`src/sv/itp_pkg.sv`:
```
// Shared types, character constants and operator code helpers for the
// infix to postfix converter. No dependencies.
package itp_pkg;

  // Default operator stack depth
  localparam int STACK_DEPTH_DEF = 32;

  // Stacked operator code
  typedef logic [2:0] code_t;

  // Operator codes held in the stack cells
  localparam code_t CODE_PLUS  = 3'd0;
  localparam code_t CODE_MINUS = 3'd1;
  localparam code_t CODE_STAR  = 3'd2;
  localparam code_t CODE_SLASH = 3'd3;
  localparam code_t CODE_LPAR  = 3'd4;

  // Input characters with a special meaning
  localparam logic [7:0] CHAR_NUL   = 8'h00;
  localparam logic [7:0] CHAR_LPAR  = 8'h28;
  localparam logic [7:0] CHAR_RPAR  = 8'h29;
  localparam logic [7:0] CHAR_STAR  = 8'h2A;
  localparam logic [7:0] CHAR_PLUS  = 8'h2B;
  localparam logic [7:0] CHAR_MINUS = 8'h2D;
  localparam logic [7:0] CHAR_SLASH = 8'h2F;

  // Shift control for the cell chain
  typedef struct packed {
    logic push;
    logic pop;
  } stk_ctrl_t;

  // Priority: '(' binds weakest so it stops every operator pop run
  function automatic logic [1:0] code_prio(input code_t code);
    logic [1:0] p;
    case (code)
      CODE_PLUS, CODE_MINUS: p = 2'd1;
      CODE_STAR, CODE_SLASH: p = 2'd2;
      default:               p = 2'd0;
    endcase
    return p;
  endfunction

  // Character that a stacked code is emitted as
  function automatic logic [7:0] code_char(input code_t code);
    logic [7:0] c;
    case (code)
      CODE_PLUS:  c = CHAR_PLUS;
      CODE_MINUS: c = CHAR_MINUS;
      CODE_STAR:  c = CHAR_STAR;
      CODE_SLASH: c = CHAR_SLASH;
      default:    c = CHAR_LPAR;
    endcase
    return c;
  endfunction

  // Operator character to its code
  function automatic code_t sym_code(input logic [7:0] sym);
    code_t c;
    case (sym)
      CHAR_PLUS:  c = CODE_PLUS;
      CHAR_MINUS: c = CODE_MINUS;
      CHAR_STAR:  c = CODE_STAR;
      CHAR_SLASH: c = CODE_SLASH;
      default:    c = CODE_LPAR;
    endcase
    return c;
  endfunction

endpackage

```
`src/sv/itp_stack_cell.sv`:
```
// One entry of the shifting operator stack. Takes the neighbor above on a
// push and the neighbor below on a pop. Depends on itp_pkg.
module itp_stack_cell (
  input  logic              clk,
  input  itp_pkg::stk_ctrl_t ctrl,
  input  itp_pkg::code_t    from_above,
  input  itp_pkg::code_t    from_below,
  output itp_pkg::code_t    code
);
  import itp_pkg::*;

  // Entry register, shifted toward the bottom on push, toward the top on pop
  always_ff @(posedge clk) begin
    if (ctrl.push) begin
      code <= from_above;
    end else if (ctrl.pop) begin
      code <= from_below;
    end
  end

endmodule

```
`src/sv/infix_to_postfix_converter.sv`:
```
// Top level of the infix to postfix converter: control sequencer, output
// register and a chain of itp_stack_cell entries. Depends on itp_pkg.
//
//  channel | dir | fields
//  --------+-----+--------------------------------------------------
//  s_      | in  | tdata[7:0] symbol
//  m_      | out | tdata[7:0] out_symbol, tlast last, tuser error
//
// An accepted symbol is registered, then worked off as one stack pop, push
// or result per work step; the final step of ')' runs even with no '(' to
// discard, and an end also spends a step on each stray '('. The sequencer
// does one stack shift per cycle unless a stalled m_ side holds it.
// rst is synchronous: it empties the stack and clears the error flag.
// A stalled m_ side holds the sequencer; s_tready is low while busy.
module infix_to_postfix_converter #(
  parameter int STACK_DEPTH = itp_pkg::STACK_DEPTH_DEF
) (
  input  logic       clk,
  input  logic       rst,
  input  logic       s_tvalid,
  output logic       s_tready,
  input  logic [7:0] s_tdata,   // [7:0] symbol
  output logic       m_tvalid,
  input  logic       m_tready,
  output logic [7:0] m_tdata,   // [7:0] out_symbol
  output logic       m_tlast,
  output logic       m_tuser    // [0] error
);
  import itp_pkg::*;

  localparam int CountW = $clog2(STACK_DEPTH + 1);

  localparam logic S_IDLE = 1'b0;
  localparam logic S_WORK = 1'b1;

  logic              state, state_next;
  logic [7:0]        sym;
  logic [CountW-1:0] count;
  logic              err_seen;

  stk_ctrl_t         ctrl;
  code_t             push_code;
  code_t             cell_code [STACK_DEPTH];

  logic              out_free;
  logic              emit, emit_last, emit_err;
  logic [7:0]        emit_sym;
  logic              err_set, err_clr;

  logic              count_nz, count_gt1, count_full;
  code_t             top, second, op;

  assign s_tready   = (state == S_IDLE);
  assign out_free   = !m_tvalid || m_tready;
  assign top        = cell_code[0];
  assign second     = cell_code[1];
  assign op         = sym_code(sym);
  assign count_nz   = (count != '0);
  assign count_gt1  = (count > CountW'(1));
  assign count_full = (count == CountW'(STACK_DEPTH));

  // Sequencer: one pop, push or result per cycle unless a stalled m_ side holds it
  always_comb begin
    state_next = state;
    ctrl       = '0;
    push_code  = CODE_LPAR;
    emit       = 1'b0;
    emit_sym   = sym;
    emit_last  = 1'b0;
    emit_err   = 1'b0;
    err_set    = 1'b0;
    err_clr    = 1'b0;
    if (state == S_IDLE) begin
      if (s_tvalid) state_next = S_WORK;
    end else begin
      case (sym)
        CHAR_NUL: begin
          if (count_nz) begin
            if (top == CODE_LPAR) begin
              ctrl.pop = 1'b1;
              err_set  = 1'b1;
            end else if (out_free) begin
              emit     = 1'b1;
              emit_sym = code_char(top);
              ctrl.pop = 1'b1;
            end
          end else if (out_free) begin
            emit       = 1'b1;
            emit_sym   = CHAR_NUL;
            emit_err   = err_seen;
            emit_last  = 1'b1;
            err_clr    = 1'b1;
            state_next = S_IDLE;
          end
        end
        CHAR_LPAR: begin
          push_code  = CODE_LPAR;
          ctrl.push  = !count_full;
          err_set    = count_full;
          state_next = S_IDLE;
        end
        CHAR_PLUS, CHAR_MINUS, CHAR_STAR, CHAR_SLASH: begin
          if (count_nz && code_prio(top) >= code_prio(op)) begin
            if (out_free) begin
              emit      = 1'b1;
              emit_sym  = code_char(top);
              emit_last = !(count_gt1 && code_prio(second) >= code_prio(op));
              ctrl.pop  = 1'b1;
            end
          end else begin
            push_code  = op;
            ctrl.push  = !count_full;
            err_set    = count_full;
            state_next = S_IDLE;
          end
        end
        CHAR_RPAR: begin
          if (count_nz && top != CODE_LPAR) begin
            if (out_free) begin
              emit      = 1'b1;
              emit_sym  = code_char(top);
              emit_last = !(count_gt1 && second != CODE_LPAR);
              ctrl.pop  = 1'b1;
            end
          end else begin
            ctrl.pop   = count_nz;
            err_set    = !count_nz;
            state_next = S_IDLE;
          end
        end
        default: begin
          if (out_free) begin
            emit       = 1'b1;
            emit_last  = 1'b1;
            state_next = S_IDLE;
          end
        end
      endcase
    end
  end

  // Control registers
  always_ff @(posedge clk) begin
    if (rst) begin
      state    <= S_IDLE;
      count    <= '0;
      err_seen <= 1'b0;
      m_tvalid <= 1'b0;
    end else begin
      state <= state_next;
      if (ctrl.push) begin
        count <= count + CountW'(1);
      end else if (ctrl.pop) begin
        count <= count - CountW'(1);
      end
      if (err_clr) begin
        err_seen <= 1'b0;
      end else if (err_set) begin
        err_seen <= 1'b1;
      end
      if (emit) begin
        m_tvalid <= 1'b1;
      end else if (m_tready) begin
        m_tvalid <= 1'b0;
      end
    end
  end

  // Input symbol and output payload
  always_ff @(posedge clk) begin
    if (s_tvalid && s_tready) begin
      sym <= s_tdata;
    end
    if (emit) begin
      m_tdata <= emit_sym;
      m_tlast <= emit_last;
      m_tuser <= emit_err;
    end
  end

  // Operator stack as a chain of shifting cells, entry 0 on top
  for (genvar i = 0; i < STACK_DEPTH; i++) begin : g_cell
    code_t above, below;
    if (i == 0) begin : g_top
      assign above = push_code;
    end else begin : g_mid
      assign above = cell_code[i-1];
    end
    if (i == STACK_DEPTH - 1) begin : g_bot
      assign below = cell_code[i];
    end else begin : g_nxt
      assign below = cell_code[i+1];
    end
    itp_stack_cell u_cell (
      .clk        (clk),
      .ctrl       (ctrl),
      .from_above (above),
      .from_below (below),
      .code       (cell_code[i])
    );
  end

  // Checks
  a_count_range: assert property (@(posedge clk) disable iff (rst)
    count <= CountW'(STACK_DEPTH))
    else $error("stack count beyond depth");

  a_push_pop_excl: assert property (@(posedge clk) disable iff (rst)
    !(ctrl.push && ctrl.pop))
    else $error("push and pop in one cycle");

  a_err_on_marker: assert property (@(posedge clk) disable iff (rst)
    m_tvalid && m_tuser |-> m_tdata == CHAR_NUL && m_tlast)
    else $error("error flag outside end marker");

  a_busy_after_accept: assert property (@(posedge clk) disable iff (rst)
    s_tvalid && s_tready |=> !s_tready)
    else $error("accepted twice without work cycle");

  a_no_overwrite: assert property (@(posedge clk) disable iff (rst)
    m_tvalid && !m_tready |-> !emit)
    else $error("result overwritten while stalled");

endmodule

```
`config.mk`:
```
export PLATFORM = sky130hd
export DESIGN_NAME = infix_to_postfix_converter
export DESIGN_NICKNAME = d
export VERILOG_FILES = /design/src/sv/itp_pkg.sv /design/src/sv/itp_stack_cell.sv /design/src/sv/infix_to_postfix_converter.sv
export SDC_FILE = /design/constraint.sdc
export NUM_CORES = 1
export LEC_CHECK = 0
export BUFFER_PORTS_ARGS = -buffer_cell sky130_fd_sc_hd__buf_2
export CAP_MARGIN = 0
export CORE_MARGIN = 10
export CORE_UTILIZATION = 30
export DETAILED_ROUTE_END_ITERATION = 10
export GPL_TIMING_DRIVEN = 0
export PLACE_DENSITY = 0.51
export SKIP_CTS_REPAIR_TIMING = 1
export SYNTH_ARGS = -nofsm -noshare
export SYNTH_HDL_FRONTEND = slang
export SYNTH_SLANG_ARGS = --single-unit
```
`constraint.sdc`:
```
create_clock -name clk -period 7.1 [get_ports clk]
set_input_delay 1.42 -clock clk [delete_from_list [all_inputs] [get_ports clk]]
set_output_delay 1.42 -clock clk [all_outputs]
set_load 0.05 [all_outputs]
```
==> results.toml, run 1 <==
[outcome]
status = "complete, no violations"

[placed_design]
dp_hpwl_um = 8789
gp_congestion = 0.9045
placed_cell_area_sq_um = 6446
pre_cts_ws_ps = 2958
io_buffer_count = 23

[critical_path]
crit_required_ps = 7190
worst_setup_path_end_kind = "register"
cp-start-kind = "register"
crit_type = "reg -> reg"
cp_data_arrival_time_ps = 4220
crit_fanout = 58
rrSetupSlack_ps = 2970

[routing]
wl_per_cell_um = 13.91
drtIter0Drc = 342
first_pass_iters = 5
postRouteAntennaNets = 0
via_per_inst = 4.721
via_count = 4343
drc = 0
wl_um = 12800

[cts]
cts_tree = "built"
cts-root-buf = "clkbuf_16"
cts_max_path_buffers = 2
clock_sinks = 123
cts_buffers = 17
clock_latency_ps = 420
cts.clk_slew.worst_paths_ps = 50
htreeDepth = 4

[cells_and_area]
diodes = 0
post-route-cell-area_sq_um = 7027
fillers = 2011
areaGrowthSynthToFinish_pct = 17.81
nets = 662
post-route-util_pct = 35.99
drive_gt1_share_pct = 13.59

[global_routing]
grt_pass1_wl_um = 21370
antenna_found_initial = 0
grt_max_degree = 59
grt_pass1_vias = 4189
grt_usage_pct = 10.06
grt_overflow_total = 0

[yosys]
synth.top_cells.by_count = "285 x nand2_1, 114 x edfxtp_1, 16 x nor2_1, 15 x a21oi_1"
synth_top_area_cell = "edfxtp_1"
yosys-top-cells-area = "edfxtp_1 57%, nand2_1 18%, dfxtp_1 3.0%"
syn-num-nets = 619
synth_top_area_share_pct = 57.39
synthCells = 600
post-synth-top-count-cell = "nand2_1"
yosys_register_bits = 123
seq_area_frac_synth_pct = 60.42
async_reset_ff_share_pct = 0
avgSynthCellArea_sq_um = 9.941
ys_types = 57
netlist_area_sq_um = 5964
synth_warnings = 0
synthFlopType = "edfxtp_1"
synth_edf_count = 114

[floorplanning]
rows = 51
io_pins = 24
fp.dieW_um = 161
die-height_um = 161
design.core.area_sq_um = 19530
initial_core_util_pct = 30.55
dieArea_sq_um = 25920

[timing]
finalSetupViolations = 0
rsz0062_at_grt = "false"
worstMarginPinSlew_ps = 861.9
fmax_mhz = 242.0
slew_viol_final = 0
setup_slack_ps = 2968
tns_ps = 0
hold_viol = 0
min_period_ps = 4132
relSlewSlack_pct = 42.33
post-route-period-util_pct = 58.20
fin_skew_ps = 11.07

[run]
maxCapViolCount = 0

[power_and_ir_drop]
powerDensity_nw_per_um2 = 244.7
leakage_nw = 2.764
irDropWorstVdd_uv = 132.2

[min_path]
min_path_type = "reg -> reg"
[placed cells by master, fill, tap and decap left out, types with 3 or more instances in the layout]
| cell | synthesis | routed |
|---|---|---|
| o21bai_1 | 3 | 3 |
| and2_1 | 3 | 3 |
| a31oi_1 | 5 | 5 |
| bufinv_16 | 0 | 3 |
| buf_6 | 10 | 10 |
| a21oi_1 | 15 | 15 |
| clkinvlp_4 | 0 | 3 |
| nor2_1 | 16 | 16 |
| o21ai_0 | 12 | 12 |
| edfxtp_1 | 114 | 114 |
| nand3_1 | 14 | 14 |
| nand2_1 | 285 | 284 |
| nor3_1 | 9 | 9 |
| o31ai_1 | 3 | 3 |
| buf_2 | 7 | 30 |
| or2_2 | 4 | 4 |
| clkbuf_16 | 0 | 17 |
| ha_1 | 7 | 7 |
| a21o_1 | 4 | 4 |
| dfxtp_1 | 9 | 9 |
| clkbuf_1 | 14 | 16 |
| inv_1 | 6 | 6 |
| nand2b_1 | 4 | 4 |
| nor2b_1 | 10 | 10 |
[path summary, 6_finish.rpt]
kind	start	end	cells past startpoint
min	g_cell[30].u_cell.code[2]$_DFFE_PP_	g_cell[31].u_cell.code[2]$_DFFE_PP_	0
max reg2reg	sym[4]$_DFFE_PP_	g_cell[24].u_cell.code[0]$_DFFE_PP_	11
min reg2reg	g_cell[30].u_cell.code[2]$_DFFE_PP_	g_cell[31].u_cell.code[2]$_DFFE_PP_	0
max	sym[4]$_DFFE_PP_	g_cell[24].u_cell.code[0]$_DFFE_PP_	11
[report_power, final]
group / total (mW) / internal [mW] / leakage [nW] / switching, mW
clock network: 0.858 / 0.547 / 0.274 / 0.311
logic: 0.0610 / 0.0168 / 1.38 / 0.0442
registers: 0.801 / 0.795 / 1.11 / 0.00602
[per-stage QoR]
stage | power [mW] | instances | hold slack (ps)
floorplan | 0.8585 | 600 | 426.2
global placement | 0.8758 | 888 | 436.5
detailed placement | 0.8765 | 889 | 440.6
CTS | 1.741 | 920 | 455.4
global route | 1.782 | 920 | 473.3
finish | 1.719 | 920 | 450.6
[registers in the layout, summed over array words and instances, names as in the netlist]
register,count
g_cell.u_cell.code,96
m_tdata,8
sym,8
count,6
err_seen,1
m_tlast,1
m_tuser,1
m_tvalid,1
state,1
[logic make-up after synthesis]
group	Yosys count	share of synthesized area [%]
AO/OA/AOI/OAI	59	6.797
AND/OR/NAND/NOR	368	26.79
buffers and inverters	40	4.007
XOR/XNOR	1	0.1469
multiplexers	2	0.3776
adder cells (fa/ha/maj)	7	1.468
flip-flops	123	60.42
[per-layer routing]
layer / vias up / global-route usage (%) / routed length (um)
li1: 2137 / - / -
met1: 2078 / 13.45 / 6264
met2: 108 / 15.00 / 5686
met3: 20 / 3.457 / 667
met4: 0 / 3.060 / 180
met5: - / 0 / 0
[area by class of cell]
cell class / count / area (sq um) / share of cell area, %
buffer: 33 / 212.7 / 3.027
clock buffer: 19 / 432.9 / 6.161
clock inverter: 12 / 147.6 / 2.101
inverter: 7 / 26.28 / 0.3739
multi-input combinational: 437 / 2130 / 30.31
sequential: 123 / 3603 / 51.28
tap: 265 / 331.6 / 4.719
timing repair buffer: 24 / 142.6 / 2.030
[worst max-delay path, stage by stage, from the launching register on]
cell,delay (ps)
edfxtp_1,450
or3_1,510
nor2_1,220
o211ai_1,200
ha_1,350
a211o_1,320
a311oi_4,440
nand2_4,160
buf_6,180
buf_2,200
nand2_4,410
buf_16,340
(Power assumes the default switching activity.)
==> inputs of run 2 (changes only) <==
==> constraint.sdc (replaced) <==
create_clock -name clk -period 4 [get_ports clk]
set_input_delay 0.8 -clock clk [delete_from_list [all_inputs] [get_ports clk]]
set_output_delay 0.8 -clock clk [all_outputs]
set_load 0.05 [all_outputs]
==> run 2 against run 1 <==
  * Routed wire length increased by 1.3%
  * Flip-flop and latch count unchanged
  * Critical path depth fell by 1
  * Non-clock buffer count fell by 1
  * Via count increased by 0.46%
  * Clock power grew 71%
  * First-iteration DRC count down 15%
  * Clock skew about the same
  * Utilization is 0.083 points lower
  * Design area shrank 0.23%
  * Fmax grew 8.7%
  * Critical path type unchanged
  * Largest cell class unchanged
  * Largest power group unchanged
==> results.toml, run 2 (same netlist as run 1, synthesis figures left out) <==
[run]
maxCapViolCount = 0

[timing]
relSlewSlack_pct = 43.09
hold_viol = 0
finalSetupViolations = 0
hold_ws_ps = 454.5
slew_viol_final = 0
tns_ps = 0
rsz0062_at_grt = "false"
fmax_mhz = 263.1
min_period_ps = 3801
worstMarginPinSlew_ps = 850.4
post-route-period-util_pct = 95.03
fin_skew_ps = 10.90

[floorplanning]
design.core.area_sq_um = 19530
initial_core_util_pct = 30.55
fp.dieW_um = 161
rows = 51
dieArea_sq_um = 25920
die-height_um = 161
io_pins = 24

[critical_path]
cp-start-kind = "register"
crit_type = "reg -> reg"
rr_endpoint = "g_cell[5].u_cell.code[0]$_DFFE_PP_"
r2r_cells = 10
crit_fanout = 47
rrSetupSlack_ps = 200
crit-reg2reg-launch = "sym[4]$_DFFE_PP_"
cp_data_arrival_time_ps = 3880
crit_required_ps = 4080
worst_setup_path_end_kind = "register"

[cts]
clock_sinks = 123
cts_max_path_buffers = 2
cts_tree = "built"
htreeDepth = 4
cts_buffers = 17
clock_latency_ps = 420
cts-root-buf = "clkbuf_16"
cts.clk_slew.worst_paths_ps = 50

[routing]
drtIter0Drc = 290
via_per_inst = 4.737
drc = 0
first_pass_iters = 5
wl_um = 12960
wl_per_cell_um = 14.07
via_count = 4363
postRouteAntennaNets = 0

[cells_and_area]
largest-register = "g_cell.u_cell.code"
diodes = 0
largest_reg_flops = 96
fillers = 1999
drive_gt1_share_pct = 13.72
areaGrowthSynthToFinish_pct = 17.54
final_common_cell = "nand2_1"
final_cell_mix = "284 x nand2_1, 114 x edfxtp_1, 30 x buf_2"
top_regs = "g_cell.u_cell.code (96), m_tdata (8), sym (8)"
nets = 662

[global_routing]
antenna_found_initial = 0
grt_pass1_wl_um = 21870
grt_usage_pct = 10.27
grt_pass1_vias = 4348
grt_overflow_total = 0
grt_max_degree = 94

[placed_design]
io_buffer_count = 23
gp_congestion = 0.8800
dp_hpwl_um = 8682

[power_and_ir_drop]
powerDensity_nw_per_um2 = 428.1
irDropWorstVdd_uv = 252.6
total_power_mw = 3.001
leakage_nw = 2.767

[min_path]
min_to = "g_cell[31].u_cell.code[1]$_DFFE_PP_"
min_path_type = "reg -> reg"
hold_path.startpoint = "g_cell[30].u_cell.code[1]$_DFFE_PP_"
hold_depth = 0

[outcome]
status = "complete, no violations"
## run 2: power by group
group / internal, mW / switching [mW]
Sequential: 1.41 / 0.0110
Combinational: 0.0296 / 0.0787
Clock: 0.912 / 0.559
## run 2: cell type report
type | count | area (sq um) | share of cell area (%)
Buffer | 33 | 212.7 | 3.034
Clock buffer | 20 | 436.7 | 6.229
Clock inverter | 12 | 122.6 | 1.749
Inverter | 7 | 26.28 | 0.3748
Multi-Input combinational cell | 438 | 2162 | 30.84
Sequential cell | 123 | 3603 | 51.40
Tap cell | 265 | 331.6 | 4.730
Timing Repair Buffer | 23 | 115.1 | 1.642
## run 2: how the worst max path moves through the flow
stage | start | to | slack [ps] | cells past startpoint
after floorplan | sym[4]$_DFFE_PP_ | g_cell[0].u_cell.code[0]$_DFFE_PP_ | 380 | 10
after global placement | sym[4]$_DFFE_PP_ | g_cell[30].u_cell.code[1]$_DFFE_PP_ | -370 | 10
after detailed placement | sym[4]$_DFFE_PP_ | g_cell[29].u_cell.code[0]$_DFFE_PP_ | -400 | 10
after CTS | sym[4]$_DFFE_PP_ | g_cell[8].u_cell.code[1]$_DFFE_PP_ | -410 | 10
after global routing | sym[4]$_DFFE_PP_ | g_cell[5].u_cell.code[1]$_DFFE_PP_ | 3 | 11
final | sym[4]$_DFFE_PP_ | g_cell[5].u_cell.code[0]$_DFFE_PP_ | 200 | 10
## run 2: worst max-delay path: stages (launching register included)
cell      delay (ps)
edfxtp_1         460
or3_1            520
nor2_1           220
o211ai_1         190
ha_1             360
a211o_1          320
a311oi_4         450
nand2_4          160
buf_6            180
buf_2            240
nand2_8          340
## run 2: layer usage
metal	track usage (%)	up-vias	part of all wire (%)
li1	-	2137	-
met1	13.49	2096	49
met2	15.32	116	45
met3	3.533	14	5.2
met4	3.805	0	1.4
met5	0	-	0
## run 2: stage by stage
step                util [%]  worst slack, ps  instance area, sq um  cells
finish                 35.90            198.7                  7010    921
CTS                    35.74           -414.7                  6978    920
detailed placement     32.87           -401.3                  6419    888
floorplan                  -            380.5                  5972    600
global route           35.90            3.111                  7010    921
global placement       32.87           -368.6                  6419    888
==> inputs of run 3 (changes only) <==
--- a/config.mk
+++ b/config.mk
@@ -9,6 +9,8 @@
 export CAP_MARGIN = 0
 export CORE_MARGIN = 10
 export CORE_UTILIZATION = 30
+export CTS_BUF_LIST = sky130_fd_sc_hd__clkbuf_4
+export CTS_CLUSTER_DIAMETER = 40
 export DETAILED_ROUTE_END_ITERATION = 10
 export GPL_TIMING_DRIVEN = 0
 export PLACE_DENSITY = 0.51
==> run 3 against run 2 <==
  * First-iteration DRC count grew 2.4%
  * Via count shrank 0.85%
  * Largest cell class unchanged
  * Combinational power is essentially flat
  * Hold slack lost 13 ps
  * Non-clock buffer count is the same
  * Final cell count is the same
  * Sequential share of layout area grew 2.2 points
  * Design area shrank 4.1%
  * Fmax shrank 0.58%
  * Highest routed layer unchanged
  * Critical path depth is the same
  * Critical path type unchanged
  * Routed wire length shrank 0.35%
==> results.toml, run 3 (same netlist as run 1, synthesis figures left out) <==
[cts]
cts.clk_slew.worst_paths_ps = 100
clock_sinks = 123
cts_tree = "built"
cts-root-buf = "clkbuf_4"
clock_latency_ps = 540
cts_max_path_buffers = 2
htreeDepth = 4
cts_buffers = 17

[timing]
min_period_ps = 3824
rsz0062_at_grt = "false"
relSlewSlack_pct = 42.60
post-route-period-util_pct = 95.59
fin_skew_ps = 20.71
slew_viol_final = 0
worstMarginPinSlew_ps = 857.8
hold_viol = 0
fmax_mhz = 261.5
finalSetupViolations = 0

[critical_path]
cp_data_arrival_time_ps = 4020
cp-start-kind = "register"
rrSetupSlack_ps = 180
worst-path-buf-inv = 2
worst_path_max_delay_cell = "or3_1"
crit_required_ps = 4200
worst_setup_path_end_kind = "register"
crit_type = "reg -> reg"
cpLargestDelayFamily = "simple AND/OR/NAND/NOR gates"
crit_fanout = 47
slowest_delay_ps = 520
crit_chain = "or3_1 > nor2_1 > o211ai_1 > ha_1 > a211o_1 > a311oi_4 > nand2_4 > buf_6 > buf_2 > nand2_8"

[floorplanning]
initial_core_util_pct = 30.55
fp.dieW_um = 161
io_pins = 24
dieArea_sq_um = 25920
rows = 51
die-height_um = 161
design.core.area_sq_um = 19530

[power_and_ir_drop]
total_power_mw = 2.394
p_sw_mw = 0.5680
pwr-share-clk_pct = 36.2
seqPwrFrac_pct = 59.3
power.internal_mw = 1.827
powerDensity_nw_per_um2 = 356.1
leakage_nw = 2.646
swShare_pct = 23.72
irDropWorstVdd_uv = 172.5
combPwrFrac_pct = 4.5

[placed_design]
gp_congestion = 0.8800
dp_hpwl_um = 8682
io_buffer_count = 23

[run]
maxCapViolCount = 0

[global_routing]
grt_usage_pct = 10.09
grt_overflow_total = 0
grt_pass1_vias = 4342
grt_pass1_wl_um = 21540
grt_max_degree = 94
antenna_found_initial = 0

[cells_and_area]
nets = 662
top_regs = "g_cell.u_cell.code (96), m_tdata (8), sym (8)"
multi_input_area_sq_um = 2162
largest-register = "g_cell.u_cell.code"
diodes = 0
areaGrowthSynthToFinish_pct = 12.73
drive_gt1_share_pct = 14.18
final_cell_mix = "284 x nand2_1, 114 x edfxtp_1, 30 x buf_2"
final_common_cell = "nand2_1"
post-route-util_pct = 34.44
largest_reg_flops = 96
fillers = 2040
seq_area_sq_um = 3603

[routing]
wl_per_cell_um = 14.02
drtIter0Drc = 297
wl_um = 12910
via_per_inst = 4.697
drc = 0
postRouteAntennaNets = 0
first_pass_iters = 5
via_count = 4326

[min_path]
min_path_type = "in -> reg"

[outcome]
status = "complete, no violations"
## run 3: cell counts in the layout (fill, tap and decap cells not counted)
Identical to the previous run, type by type.
## run 3: cell type report
| cell class | instances | share of cell area (%) |
|---|---|---|
| clock inverters | 12 | 1.824 |
| clock buffers | 20 | 2.233 |
| inverters | 7 | 0.3908 |
| plain buffers | 33 | 3.163 |
| multi-input cells | 438 | 32.15 |
| flip-flops and latches | 123 | 53.59 |
| well taps | 265 | 4.931 |
| repair buffers | 23 | 1.712 |
## run 3: final timing paths
kind / start / to / depth (start not counted)
hold reg to reg: g_cell[30].u_cell.code[0]$_DFFE_PP_ / g_cell[31].u_cell.code[0]$_DFFE_PP_ / 0
hold / removal: s_tdata[0] / sym[0]$_DFFE_PP_ / 1
setup reg to reg: sym[4]$_DFFE_PP_ / g_cell[4].u_cell.code[1]$_DFFE_PP_ / 10
setup / recovery: sym[4]$_DFFE_PP_ / g_cell[4].u_cell.code[1]$_DFFE_PP_ / 10
## run 3: power groups by stage
stage	Clock, mW	Sequential (mW)	Combinational, mW
detailed placement	0	1.45	0.108
CTS	0.904	1.42	0.109
finish	0.867	1.42	0.109
floorplan	0	1.47	0.0546
global placement	0	1.45	0.107
global route	0.963	1.42	0.119
## run 3: worst reg2reg max path: stages (launching register included)
cell	delay, ps
edfxtp_1	480
or3_1	520
nor2_1	230
o211ai_1	190
ha_1	350
a211o_1	320
a311oi_4	430
nand2_4	170
buf_6	180
buf_2	250
nand2_8	360
## run 3: metrics by stage
stage	instances	instance area (sq um)	setup slack [ps]	TNS, ps	hold slack [ps]
2_1_floorplan	600	5972	380.5	0	426.2
3_3_place_gp	888	6419	-368.6	-33860	438.4
3_5_place_dp	888	6419	-401.3	-36970	441.8
4_1_cts	920	6691	-416.2	-37400	379.7
5_1_grt	921	6724	23.65	0	362.8
6_report	921	6724	176.4	0	441.9
## run 3: metal layers
metal	up-vias	part of all wire, %	global-route usage (%)
met4	0	0.90	3.184
met1	2076	50	13.27
li1	2136	-	-
met2	104	44	15.15
met3	10	4.9	3.610
met5	-	0	0
